$ cat config.mk
export PLATFORM = sky130hd
export DESIGN_NAME = imu_frame_parser_axis_remap_flat
export DESIGN_NICKNAME = d
export VERILOG_FILES = /design/src/rtl/imu_fp_pkg.sv /design/src/rtl/imu_fp_if.sv /design/src/rtl/imu_fp_parser.sv /design/src/rtl/imu_fp_remap.sv /design/src/rtl/imu_fp_yaw.sv /design/src/rtl/imu_frame_parser_axis_remap.sv /design/src/flat_wrapper.sv
export SDC_FILE = /design/constraint.sdc
export NUM_CORES = 1
export LEC_CHECK = 0
export BUFFER_PORTS_ARGS = -buffer_cell sky130_fd_sc_hd__buf_2
export CAP_MARGIN = 10
export CORE_UTILIZATION = 61
export DETAILED_ROUTE_END_ITERATION = 10
export PLACE_DENSITY = 0.8
export SLEW_MARGIN = 40
export SYNTH_ARGS = -nofsm -noshare
export SYNTH_HDL_FRONTEND = slang
export SYNTH_SLANG_ARGS = --single-unit
$ cat constraint.sdc
create_clock -name clk -period 8.8 [get_ports clk]
set_input_delay 0.88 -clock clk [delete_from_list [all_inputs] [get_ports clk]]
set_output_delay 0.88 -clock clk [all_outputs]
set_load 0.02 [all_outputs]
$ cat src/rtl/imu_fp_pkg.sv
// shared types and constants of the imu frame parser
package imu_fp_pkg;

  // buffer and frame geometry
  localparam int FRAMES_PER_BUFFER = 9;
  localparam int FRAME_BYTES       = 11;
  localparam int FC_W              = $clog2(FRAMES_PER_BUFFER + 1);
  localparam int POS_W             = 4;

  localparam logic [POS_W-1:0] POS_HEAD  = POS_W'(0);
  localparam logic [POS_W-1:0] POS_TYPE  = POS_W'(1);
  localparam logic [POS_W-1:0] POS_FIRST = POS_W'(2);
  localparam logic [POS_W-1:0] POS_LAST  = POS_W'(FRAME_BYTES - 1);

  // frame type bytes on the wire
  localparam logic [7:0] TYPE_ACCEL = 8'h51;
  localparam logic [7:0] TYPE_GYRO  = 8'h52;
  localparam logic [7:0] TYPE_ANGLE = 8'h53;
  localparam logic [7:0] TYPE_MAG   = 8'h54;
  localparam logic [7:0] TYPE_QUAT  = 8'h59;

  // configuration register indexes and reset values
  localparam logic [1:0] CFG_HEAD = 2'd0;
  localparam logic [1:0] CFG_SEL  = 2'd1;
  localparam logic [1:0] CFG_NEG  = 2'd2;

  localparam logic [7:0] HEAD_RST = 8'h55;
  localparam logic [5:0] SEL_RST  = 6'd36;
  localparam logic [2:0] NEG_RST  = 3'd2;

  // saturation limits and yaw turn constants
  localparam logic signed [15:0] WORD_MAX = 16'sh7fff;
  localparam logic signed [15:0] WORD_MIN = 16'sh8000;
  localparam logic signed [32:0] YAW_MAX  = 33'sh0_7fff_ffff;
  localparam logic signed [32:0] YAW_MIN  = 33'sh1_8000_0000;
  localparam logic signed [17:0] HALF_TURN = 18'sd32768;
  localparam logic signed [17:0] FULL_TURN = 18'sd65536;

  typedef enum logic [2:0] {
    KIND_ACCEL = 3'd0,
    KIND_GYRO  = 3'd1,
    KIND_ANGLE = 3'd2,
    KIND_MAG   = 3'd3,
    KIND_QUAT  = 3'd4
  } kind_t;

  typedef struct packed {
    logic [7:0] head;
    logic [5:0] sel;
    logic [2:0] neg;
  } cfg_t;

  // one complete frame: kind and raw payload, byte k at bits 8k
  typedef struct packed {
    kind_t       kind;
    logic [63:0] payload;
  } frame_t;

  // remapped components of one frame
  typedef struct packed {
    kind_t              kind;
    logic signed [15:0] c0;
    logic signed [15:0] c1;
    logic signed [15:0] c2;
    logic signed [15:0] c3;
  } comp_t;

endpackage

$ cat src/rtl/imu_fp_if.sv
// valid/ready channel interfaces for bytes in and results out
interface imu_fp_in_if;
  logic       valid;
  logic       ready;
  logic [7:0] rx_byte;
  logic       buffer_start;

  modport source (output valid, output rx_byte, output buffer_start, input ready);
  modport sink   (input valid, input rx_byte, input buffer_start, output ready);
endinterface

interface imu_fp_out_if;
  logic               valid;
  logic               ready;
  logic [2:0]         frame_kind;
  logic signed [15:0] comp_zero;
  logic signed [15:0] comp_one;
  logic signed [15:0] comp_two;
  logic signed [15:0] comp_three;
  logic signed [31:0] yaw_total;

  modport source (output valid, output frame_kind, output comp_zero, output comp_one,
                  output comp_two, output comp_three, output yaw_total, input ready);
  modport sink   (input valid, input frame_kind, input comp_zero, input comp_one,
                  input comp_two, input comp_three, input yaw_total, output ready);
endinterface

$ cat src/rtl/imu_fp_parser.sv
// byte-wise frame parser: head check, type, payload assembly, buffer bookkeeping
module imu_fp_parser (
  input  logic                 clk,
  input  logic                 rst_n,
  imu_fp_in_if.sink            in_s,
  input  logic [7:0]           head_byte,
  output logic                 frm_valid,
  output imu_fp_pkg::frame_t   frm,
  input  logic                 frm_ready
);
  import imu_fp_pkg::*;

  logic [POS_W-1:0] pos_r, pos_nxt;
  logic [FC_W-1:0]  cnt_r, cnt_nxt;
  logic             ab_r, ab_nxt;
  logic [7:0]       type_r, type_nxt;
  logic [63:0]      pay_r, pay_nxt;
  logic             fv_r, fv_nxt;
  frame_t           f_r, f_nxt;
  logic             fire;
  logic             emit;
  kind_t            kind;
  logic             known;
  logic [FC_W-1:0]  cnt_inc;

  // a byte may enter whenever the frame register is free or moving on
  assign in_s.ready = !fv_r || frm_ready;
  assign fire       = in_s.valid && in_s.ready;

  // type byte decode
  always_comb begin
    known = 1'b1;
    kind  = KIND_ACCEL;
    case (type_r)
      TYPE_ACCEL: kind = KIND_ACCEL;
      TYPE_GYRO:  kind = KIND_GYRO;
      TYPE_ANGLE: kind = KIND_ANGLE;
      TYPE_MAG:   kind = KIND_MAG;
      TYPE_QUAT:  kind = KIND_QUAT;
      default:    known = 1'b0;
    endcase
  end

  // parse step for one accepted beat
  always_comb begin
    pos_nxt  = pos_r;
    cnt_nxt  = cnt_r;
    ab_nxt   = ab_r;
    type_nxt = type_r;
    pay_nxt  = pay_r;
    emit     = 1'b0;
    cnt_inc  = '0;
    if (fire) begin
      if (in_s.buffer_start) begin
        pos_nxt = POS_HEAD;
        cnt_nxt = '0;
        ab_nxt  = 1'b0;
      end
      if (!ab_nxt) begin
        if (pos_nxt == POS_HEAD) begin
          if (in_s.rx_byte != head_byte) ab_nxt = 1'b1;
          else pos_nxt = POS_TYPE;
        end else if (pos_nxt == POS_TYPE) begin
          type_nxt = in_s.rx_byte;
          pos_nxt  = POS_FIRST;
        end else if (pos_nxt < POS_LAST) begin
          // eight payload bytes shift in, first byte ends up lowest
          pay_nxt = {in_s.rx_byte, pay_r[63:8]};
          pos_nxt = pos_nxt + POS_W'(1);
        end else begin
          // checksum byte closes the frame
          cnt_inc = cnt_nxt + FC_W'(1);
          pos_nxt = POS_HEAD;
          cnt_nxt = cnt_inc;
          if (cnt_inc >= FC_W'(FRAMES_PER_BUFFER)) ab_nxt = 1'b1;
          emit = known;
        end
      end
    end
  end

  // frame register handoff
  always_comb begin
    fv_nxt = fv_r;
    f_nxt  = f_r;
    if (frm_ready) fv_nxt = 1'b0;
    if (emit) begin
      fv_nxt       = 1'b1;
      f_nxt.kind    = kind;
      f_nxt.payload = pay_r;
    end
  end

  always_ff @(posedge clk) begin
    if (!rst_n) begin
      pos_r  <= POS_HEAD;
      cnt_r  <= '0;
      ab_r   <= 1'b0;
      type_r <= '0;
      pay_r  <= '0;
      fv_r   <= 1'b0;
    end else begin
      pos_r  <= pos_nxt;
      cnt_r  <= cnt_nxt;
      ab_r   <= ab_nxt;
      type_r <= type_nxt;
      pay_r  <= pay_nxt;
      fv_r   <= fv_nxt;
    end
  end

  always_ff @(posedge clk) begin
    f_r <= f_nxt;
  end

  assign frm_valid = fv_r;
  assign frm       = f_r;

endmodule

$ cat src/rtl/imu_fp_remap.sv
// axis source selection and saturating sign flip of one frame
module imu_fp_remap (
  input  logic                clk,
  input  logic                rst_n,
  input  logic [5:0]          sel,
  input  logic [2:0]          neg,
  input  logic                frm_valid,
  input  imu_fp_pkg::frame_t  frm,
  output logic                frm_ready,
  output logic                cmp_valid,
  output imu_fp_pkg::comp_t   cmp,
  input  logic                cmp_ready
);
  import imu_fp_pkg::*;

  logic               cv_r, cv_nxt;
  comp_t              c_r, c_nxt;
  logic signed [15:0] w [4];
  logic signed [15:0] src [4];
  logic signed [15:0] m [3];

  assign frm_ready = !cv_r || cmp_ready;

  // split payload into words, angle swaps the first two
  always_comb begin
    for (int i = 0; i < 4; i++) begin
      w[i]   = frm.payload[16*i +: 16];
      src[i] = w[i];
    end
    if (frm.kind == KIND_ANGLE) begin
      src[0] = w[1];
      src[1] = w[0];
    end
    for (int i = 0; i < 3; i++) begin
      m[i] = src[sel[2*i +: 2]];
      if (neg[i]) m[i] = (m[i] == WORD_MIN) ? WORD_MAX : -m[i];
    end
  end

  // pick mapped or raw components
  always_comb begin
    c_nxt.kind = frm.kind;
    if (frm.kind == KIND_ACCEL || frm.kind == KIND_GYRO || frm.kind == KIND_ANGLE) begin
      c_nxt.c0 = m[0];
      c_nxt.c1 = m[1];
      c_nxt.c2 = m[2];
    end else begin
      c_nxt.c0 = w[0];
      c_nxt.c1 = w[1];
      c_nxt.c2 = w[2];
    end
    c_nxt.c3 = (frm.kind == KIND_QUAT) ? w[3] : '0;
  end

  always_comb begin
    cv_nxt = cv_r;
    if (cmp_ready) cv_nxt = 1'b0;
    if (frm_valid && frm_ready) cv_nxt = 1'b1;
  end

  always_ff @(posedge clk) begin
    if (!rst_n) begin
      cv_r <= 1'b0;
    end else begin
      cv_r <= cv_nxt;
    end
  end

  always_ff @(posedge clk) begin
    if (frm_valid && frm_ready) begin
      c_r <= c_nxt;
    end
  end

  assign cmp_valid = cv_r;
  assign cmp       = c_r;

endmodule

$ cat src/rtl/imu_fp_yaw.sv
// yaw unwrap into a saturating total and the output register
module imu_fp_yaw (
  input  logic               clk,
  input  logic               rst_n,
  input  logic               cmp_valid,
  input  imu_fp_pkg::comp_t  cmp,
  output logic               cmp_ready,
  imu_fp_out_if.source       out_m
);
  import imu_fp_pkg::*;

  logic               ov_r, ov_nxt;
  comp_t              oc_r;
  logic signed [31:0] oy_r, oy_nxt;
  logic signed [15:0] last_r, last_nxt;
  logic signed [31:0] acc_r, acc_nxt;
  logic               seed_r, seed_nxt;
  logic signed [17:0] d0, d;
  logic signed [32:0] sum;
  logic               load;

  assign cmp_ready = !ov_r || out_m.ready;
  assign load      = cmp_valid && cmp_ready;

  // delta folded into half a turn either way, then saturating add
  always_comb begin
    d0 = 18'(cmp.c2) - 18'(last_r);
    d  = d0;
    if (d0 > HALF_TURN) d = d0 - FULL_TURN;
    else if (d0 < -HALF_TURN) d = d0 + FULL_TURN;
    sum = 33'(acc_r) + 33'(d);
    if (sum > YAW_MAX) sum = YAW_MAX;
    else if (sum < YAW_MIN) sum = YAW_MIN;
  end

  // yaw state update on an angle beat
  always_comb begin
    last_nxt = last_r;
    acc_nxt  = acc_r;
    seed_nxt = seed_r;
    oy_nxt   = '0;
    if (load && cmp.kind == KIND_ANGLE) begin
      last_nxt = cmp.c2;
      seed_nxt = 1'b1;
      if (seed_r) begin
        acc_nxt = sum[31:0];
        oy_nxt  = sum[31:0];
      end else begin
        acc_nxt = '0;
      end
    end
  end

  always_comb begin
    ov_nxt = ov_r;
    if (out_m.ready) ov_nxt = 1'b0;
    if (load) ov_nxt = 1'b1;
  end

  always_ff @(posedge clk) begin
    if (!rst_n) begin
      ov_r   <= 1'b0;
      last_r <= '0;
      acc_r  <= '0;
      seed_r <= 1'b0;
    end else begin
      ov_r   <= ov_nxt;
      last_r <= last_nxt;
      acc_r  <= acc_nxt;
      seed_r <= seed_nxt;
    end
  end

  always_ff @(posedge clk) begin
    if (load) begin
      oc_r <= cmp;
      oy_r <= oy_nxt;
    end
  end

  assign out_m.valid      = ov_r;
  assign out_m.frame_kind = oc_r.kind;
  assign out_m.comp_zero  = oc_r.c0;
  assign out_m.comp_one   = oc_r.c1;
  assign out_m.comp_two   = oc_r.c2;
  assign out_m.comp_three = oc_r.c3;
  assign out_m.yaw_total  = oy_r;

endmodule

$ cat src/rtl/imu_frame_parser_axis_remap.sv
// top level of the imu frame parser with axis remap
//
// Bytes of a serial imu stream enter on in_s, one per beat, with buffer_start
// set on the first byte of each buffer. Each buffer holds nine 11-byte frames.
// For every frame of known type one result leaves on out_m: the frame kind,
// up to four components and, for angle frames, the unwrapped yaw total.
// A wrong head byte or a full buffer makes the parser drop bytes until the
// next buffer start.
// Throughput: one byte per cycle while in_s.ready is high. The result passes
// through the frame register, remap register and output register after the
// edge that takes its checksum byte.
// A stalled out_m holds its result; bytes keep flowing until the pipe is full,
// then in_s.ready drops until the receiver takes the waiting result.
// Synchronous reset clears parse and yaw state and loads the register
// defaults (head 0x55, source select 36, negate mask 2).
// cfg_we writes register cfg_index with cfg_data on the next edge; index 0 is
// the head byte, 1 the source select, 2 the negate mask, 3 is ignored.
module imu_frame_parser_axis_remap (
  input  logic         clk,
  input  logic         rst_n,
  imu_fp_in_if.sink    in_s,
  imu_fp_out_if.source out_m,
  input  logic         cfg_we,
  input  logic [1:0]   cfg_index,
  input  logic [7:0]   cfg_data
);
  import imu_fp_pkg::*;

  cfg_t   cfg_r;
  logic   frm_valid, frm_ready;
  frame_t frm;
  logic   cmp_valid, cmp_ready;
  comp_t  cmp;

  // configuration registers
  always_ff @(posedge clk) begin
    if (!rst_n) begin
      cfg_r.head <= HEAD_RST;
      cfg_r.sel  <= SEL_RST;
      cfg_r.neg  <= NEG_RST;
    end else if (cfg_we) begin
      case (cfg_index)
        CFG_HEAD: cfg_r.head <= cfg_data;
        CFG_SEL:  cfg_r.sel  <= cfg_data[5:0];
        CFG_NEG:  cfg_r.neg  <= cfg_data[2:0];
        default:  ;
      endcase
    end
  end

  imu_fp_parser u_parser (
    .clk       (clk),
    .rst_n     (rst_n),
    .in_s      (in_s),
    .head_byte (cfg_r.head),
    .frm_valid (frm_valid),
    .frm       (frm),
    .frm_ready (frm_ready)
  );

  imu_fp_remap u_remap (
    .clk       (clk),
    .rst_n     (rst_n),
    .sel       (cfg_r.sel),
    .neg       (cfg_r.neg),
    .frm_valid (frm_valid),
    .frm       (frm),
    .frm_ready (frm_ready),
    .cmp_valid (cmp_valid),
    .cmp       (cmp),
    .cmp_ready (cmp_ready)
  );

  imu_fp_yaw u_yaw (
    .clk       (clk),
    .rst_n     (rst_n),
    .cmp_valid (cmp_valid),
    .cmp       (cmp),
    .cmp_ready (cmp_ready),
    .out_m     (out_m)
  );

endmodule

$ cat src/flat_wrapper.sv
// flat-port wrapper written by rule: the top's interface ports become plain ports
module imu_frame_parser_axis_remap_flat import imu_fp_pkg::*;
  (clk, rst_n, cfg_we, cfg_index, cfg_data, in_s_valid, in_s_rx_byte, in_s_buffer_start, in_s_ready, out_m_valid, out_m_frame_kind, out_m_comp_zero, out_m_comp_one, out_m_comp_two, out_m_comp_three, out_m_yaw_total, out_m_ready);
  imu_fp_in_if in_s_i ();
  imu_fp_out_if out_m_i ();
  input  logic clk;
  input  logic rst_n;
  input  logic cfg_we;
  input  logic [1:0] cfg_index;
  input  logic [7:0] cfg_data;
  input wire logic [$bits(in_s_i.valid)-1:0] in_s_valid;
  input wire logic [$bits(in_s_i.rx_byte)-1:0] in_s_rx_byte;
  input wire logic [$bits(in_s_i.buffer_start)-1:0] in_s_buffer_start;
  output wire logic [$bits(in_s_i.ready)-1:0] in_s_ready;
  output wire logic [$bits(out_m_i.valid)-1:0] out_m_valid;
  output wire logic [$bits(out_m_i.frame_kind)-1:0] out_m_frame_kind;
  output wire logic [$bits(out_m_i.comp_zero)-1:0] out_m_comp_zero;
  output wire logic [$bits(out_m_i.comp_one)-1:0] out_m_comp_one;
  output wire logic [$bits(out_m_i.comp_two)-1:0] out_m_comp_two;
  output wire logic [$bits(out_m_i.comp_three)-1:0] out_m_comp_three;
  output wire logic [$bits(out_m_i.yaw_total)-1:0] out_m_yaw_total;
  input wire logic [$bits(out_m_i.ready)-1:0] out_m_ready;
  assign in_s_i.valid = in_s_valid;
  assign in_s_i.rx_byte = in_s_rx_byte;
  assign in_s_i.buffer_start = in_s_buffer_start;
  assign in_s_ready = in_s_i.ready;
  assign out_m_valid = out_m_i.valid;
  assign out_m_frame_kind = out_m_i.frame_kind;
  assign out_m_comp_zero = out_m_i.comp_zero;
  assign out_m_comp_one = out_m_i.comp_one;
  assign out_m_comp_two = out_m_i.comp_two;
  assign out_m_comp_three = out_m_i.comp_three;
  assign out_m_yaw_total = out_m_i.yaw_total;
  assign out_m_i.ready = out_m_ready;
  imu_frame_parser_axis_remap u_core (.clk(clk), .rst_n(rst_n), .in_s(in_s_i), .out_m(out_m_i), .cfg_we(cfg_we), .cfg_index(cfg_index), .cfg_data(cfg_data));
endmodule
==> results.toml <==
[global_route]
grt.overflow.total = 0
grt_pass1_vias = 13803
grt_pass1_wl_microns = 73600
grt_max_degree = 75
antenna_found_initial = 1
grt_usage_pct = 30.0

[detailed_routing]
drt_iter0_drc = 1609
wirelength_microns = 47700
viasPerCell = 6.21
num_vias = 14557
firstDrtPassIters = 5
ant_nets = 0
drc = 0
wl_per_cell_microns = 20.4

[sta]
finalSetupViolCount = 0
finalHoldViolCount = 0
maxSlewHeadroom_pct = 43.4
fin_hold_ws_ns = 0.416
finalCriticalPeriod_ns = 7.19
rsz0062_at_grt = "no"
max_clock_freq_ghz = 0.139
tns_ns = 0
fin_skew_ns = 0.0200
slew_viol_final = 0
tightest_slew_ns = 0.846
fin_crit_sh_pct = 81.7
worst_slack_ns = 1.61

[run_status]
status = "finished clean"

[synthesis]
avgSynthCellArea_sq_um = 10.4
ys_warn_count = 0
synth_top_area_share_pct = 36.8
yosys.area_share.simple_pct = 15.7
synth_compound_area_share_pct = 12.6
synth_flop_cell = "edfxtp_1"
syn_area_sq_um = 19000
synthMuxAreaShare_pct = 8.03
ys_top_cells_by_area = "edfxtp_1, dfxtp_1, nand2_1, mux4_2, a21oi_1"
yosys.area.top_type = "edfxtp_1"
synth_top_family_by_area = "simple AND/OR/NAND/NOR gates"
synth-edff-count = 233
synthXorXnorAreaFrac_pct = 4.01
synth-seq-cells = 383
ys_seq_area_share_pct = 52.6
ys_top_cells_by_count = "nand2_1, edfxtp_1, a21oi_1"
yosysMostFrequentCell = "nand2_1"
syn-instance-count = 1825
synth_fp_nets = 1908
synthAdderAreaFrac_pct = 3.96
synth.distinct_cells = 77
async_flop_share_pct = 0

[worst_hold_path]
min_to = "u_core.u_yaw.out_m.comp_three[3]"
min_from = "u_core.u_remap.cmp[3]"
hp-class = "reg -> reg"
min_path_cells = 0

[floorplanning]
die-area_sq_um = 31900
initial_core_util_pct = 62.1
fp.dieW_microns = 179
die_y_microns = 179
placementRows = 64
core-area_sq_um = 30600
io_pins = 125

[clocking]
hold_buffers = 0
post_cts_buffers = 0
cts_root_buf = "clkbuf_16"
htreeDepth = 2
clock-sinks = 383
cts_buffers = 40
cts_tree = "built"
cts_resized = 0
clk_path_buf_depth = 3
clk_pin_slew_ns = 0.06
clk_latency_ns = 0.54

[power]
seq_power_share_pct = 50.7
p_clk_share_pct = 46.1
p_int_mw = 2.96
p_leak_nw = 8.03
switching_share_pct = 21.0
p_comb_share_pct = 3.2
powerDensity_nw_per_um2 = 175
vdd.ir_drop.worst_uv = 126
switching_power_mw = 0.787

[placement]
post-place-cells = 2269
dp_slack_ns = 1.71
gp_congestion = 0.958
portBuffers = 124
dp_hpwl_microns = 33500

[critical_path]
arrival_ns = 7.60
end_kind = "flip-flop"
r2r-start = "u_core.u_remap.cmp[16]"
critPathBufInv = 3
slowest_delay_ns = 0.65
required_ns = 9.22
slowest_stage = "o41a_1"
r2r_cells = 21
crit_top_cell = "inv_1"
crit_family = "compound AO/OA/AOI/OAI gates"
start_kind = "flip-flop"
path_cells = "inv_1 -> ha_1 -> inv_1 -> fa_1 -> a21oi_1 -> inv_1 -> a21oi_1 -> xnor2_1 -> or4b_1 -> or4_1 -> or4_1 -> o41a_1 -> ha_1 -> and2_1 -> and3_1 -> and4_1 -> a221oi_1 -> o211a_1 -> a211o_1 -> nor2_1 -> a221o_1"
r2r_end = "u_core.u_yaw.acc_r[6]"
critical_path_class = "reg -> reg"
reg2reg_setup_slack_ns = 1.61
cp_max_fo = 28

[finish]
diodes = 0
drive_gt1_share_pct = 15.2
nets = 1999
final_cells = 2343
synthToLayoutAreaGrowth_pct = 12.3

[flow_run]
max-cap-violations = 0
[worst reg2reg max path, stage by stage, from the launching register on]
cell and delay [ns]:
edfxtp_1 0.41, inv_1 0.09, ha_1 0.17, inv_1 0.05
fa_1 0.40, a21oi_1 0.21, inv_1 0.07, a21oi_1 0.18
xnor2_1 0.11, or4b_1 0.53, or4_1 0.41, or4_1 0.56
o41a_1 0.65, ha_1 0.50, and2_1 0.21, and3_1 0.20
and4_1 0.19, a221oi_1 0.52, o211a_1 0.27, a211o_1 0.63
nor2_1 0.32, a221o_1 0.40
[worst max-delay path by stage]
stage | start | endpoint | slack, ns | cells after the start
after detailed placement | u_core.u_remap.cmp[16] | u_core.u_yaw.acc_r[23] | 1.71 | 21
after global routing | u_core.u_remap.cmp[16] | u_core.u_yaw.acc_r[19] | 1.08 | 23
after floorplan | out_m_ready | u_core.u_yaw.acc_r[18] | 1.26 | 10
after CTS | u_core.u_remap.cmp[16] | u_core.u_yaw.acc_r[0] | 1.68 | 22
after global placement | u_core.u_remap.cmp[16] | u_core.u_yaw.acc_r[27] | 1.72 | 22
final | u_core.u_remap.cmp[16] | u_core.u_yaw.acc_r[6] | 1.61 | 21
[kinds of logic (layout without fill, tap and decap cells)]
kind of cell / Yosys count / after routing
AO/OA/AOI/OAI: 399 / 399
XOR/XNOR: 87 / 87
adder cells (fa/ha/maj): 59 / 59
buffers and inverters: 150 / 272
flip-flops: 383 / 383
multiplexers: 100 / 100
AND/OR/NAND/NOR: 647 / 647
[power by group through the flow]
stage	registers [mW]	clock network [mW]	logic (mW)
floorplan	1.93	0	0.0882
global placement	1.93	0	0.114
detailed placement	1.93	0	0.118
CTS	1.90	1.74	0.119
global route	1.90	1.80	0.131
finish	1.90	1.73	0.121
[final cells by class]
| cell class | instances | area, sq um |
|---|---|---|
| Inverter | 57 | 215 |
| Multi-Input combinational cell | 1292 | 8480 |
| Clock buffer | 53 | 1110 |
| Sequential cell | 383 | 10000 |
| Clock inverter | 20 | 248 |
| Tap cell | 396 | 495 |
| Fill cell | 2221 | 9250 |
| Timing Repair Buffer | 142 | 787 |
[per-stage QoR]
step	power (mW)	area, sq um	util [%]
3_3_place_gp	2.05	19900	65.1
2_1_floorplan	2.02	19000	-
5_1_grt	3.83	21300	69.8
3_5_place_dp	2.05	19900	65.2
6_report	3.74	21300	69.8
4_1_cts	3.76	21300	69.6
[registers in the layout, summed over array words and instances, names as in the netlist]
signal	count
u_core.u_parser.frm	67
u_core.u_parser.ab_r	1
u_core.u_yaw.out_m.comp_zero	16
u_core.u_yaw.out_m.frame_kind	3
u_core.u_parser.pos_r	4
u_core.u_parser.pay_r	64
u_core.u_yaw.seed_r	1
u_core.u_remap.cmp	67
u_core.u_parser.cnt_r	4
u_core.cfg_r	17
u_core.u_yaw.out_m.yaw_total	32
u_core.u_yaw.out_m.comp_two	16
u_core.u_parser.type_r	8
u_core.u_parser.frm_valid	1
u_core.u_yaw.out_m.valid	1
u_core.u_yaw.last_r	16
u_core.u_yaw.out_m.comp_one	16
u_core.u_yaw.acc_r	32
u_core.u_remap.cmp_valid	1
u_core.u_yaw.out_m.comp_three	16
[cells in the final DEF, fill, tap and decap left out, drive strengths merged, types with 23 or more instances in the layout]
cell	count
xnor2	46
inv	61
a21oi	164
buf	142
and2	24
nand3	32
ha	57
mux2i	38
nor3	37
dfxtp	150
nor2b	32
o21ai	104
mux4	39
nor2	107
clkbuf	53
nand2	317
mux2	23
edfxtp	233
xor2	41
[metal layers]
layer | GRT usage, % | vias up | share of wire (%)
met2 | 47.9 | 723 | 47
met4 | 10.8 | 0 | 3.4
li1 | - | 6754 | -
met1 | 40.5 | 6959 | 40
met5 | 0 | - | 0
met3 | 6.27 | 121 | 9.8
Power figures use the tool's default switching activity.
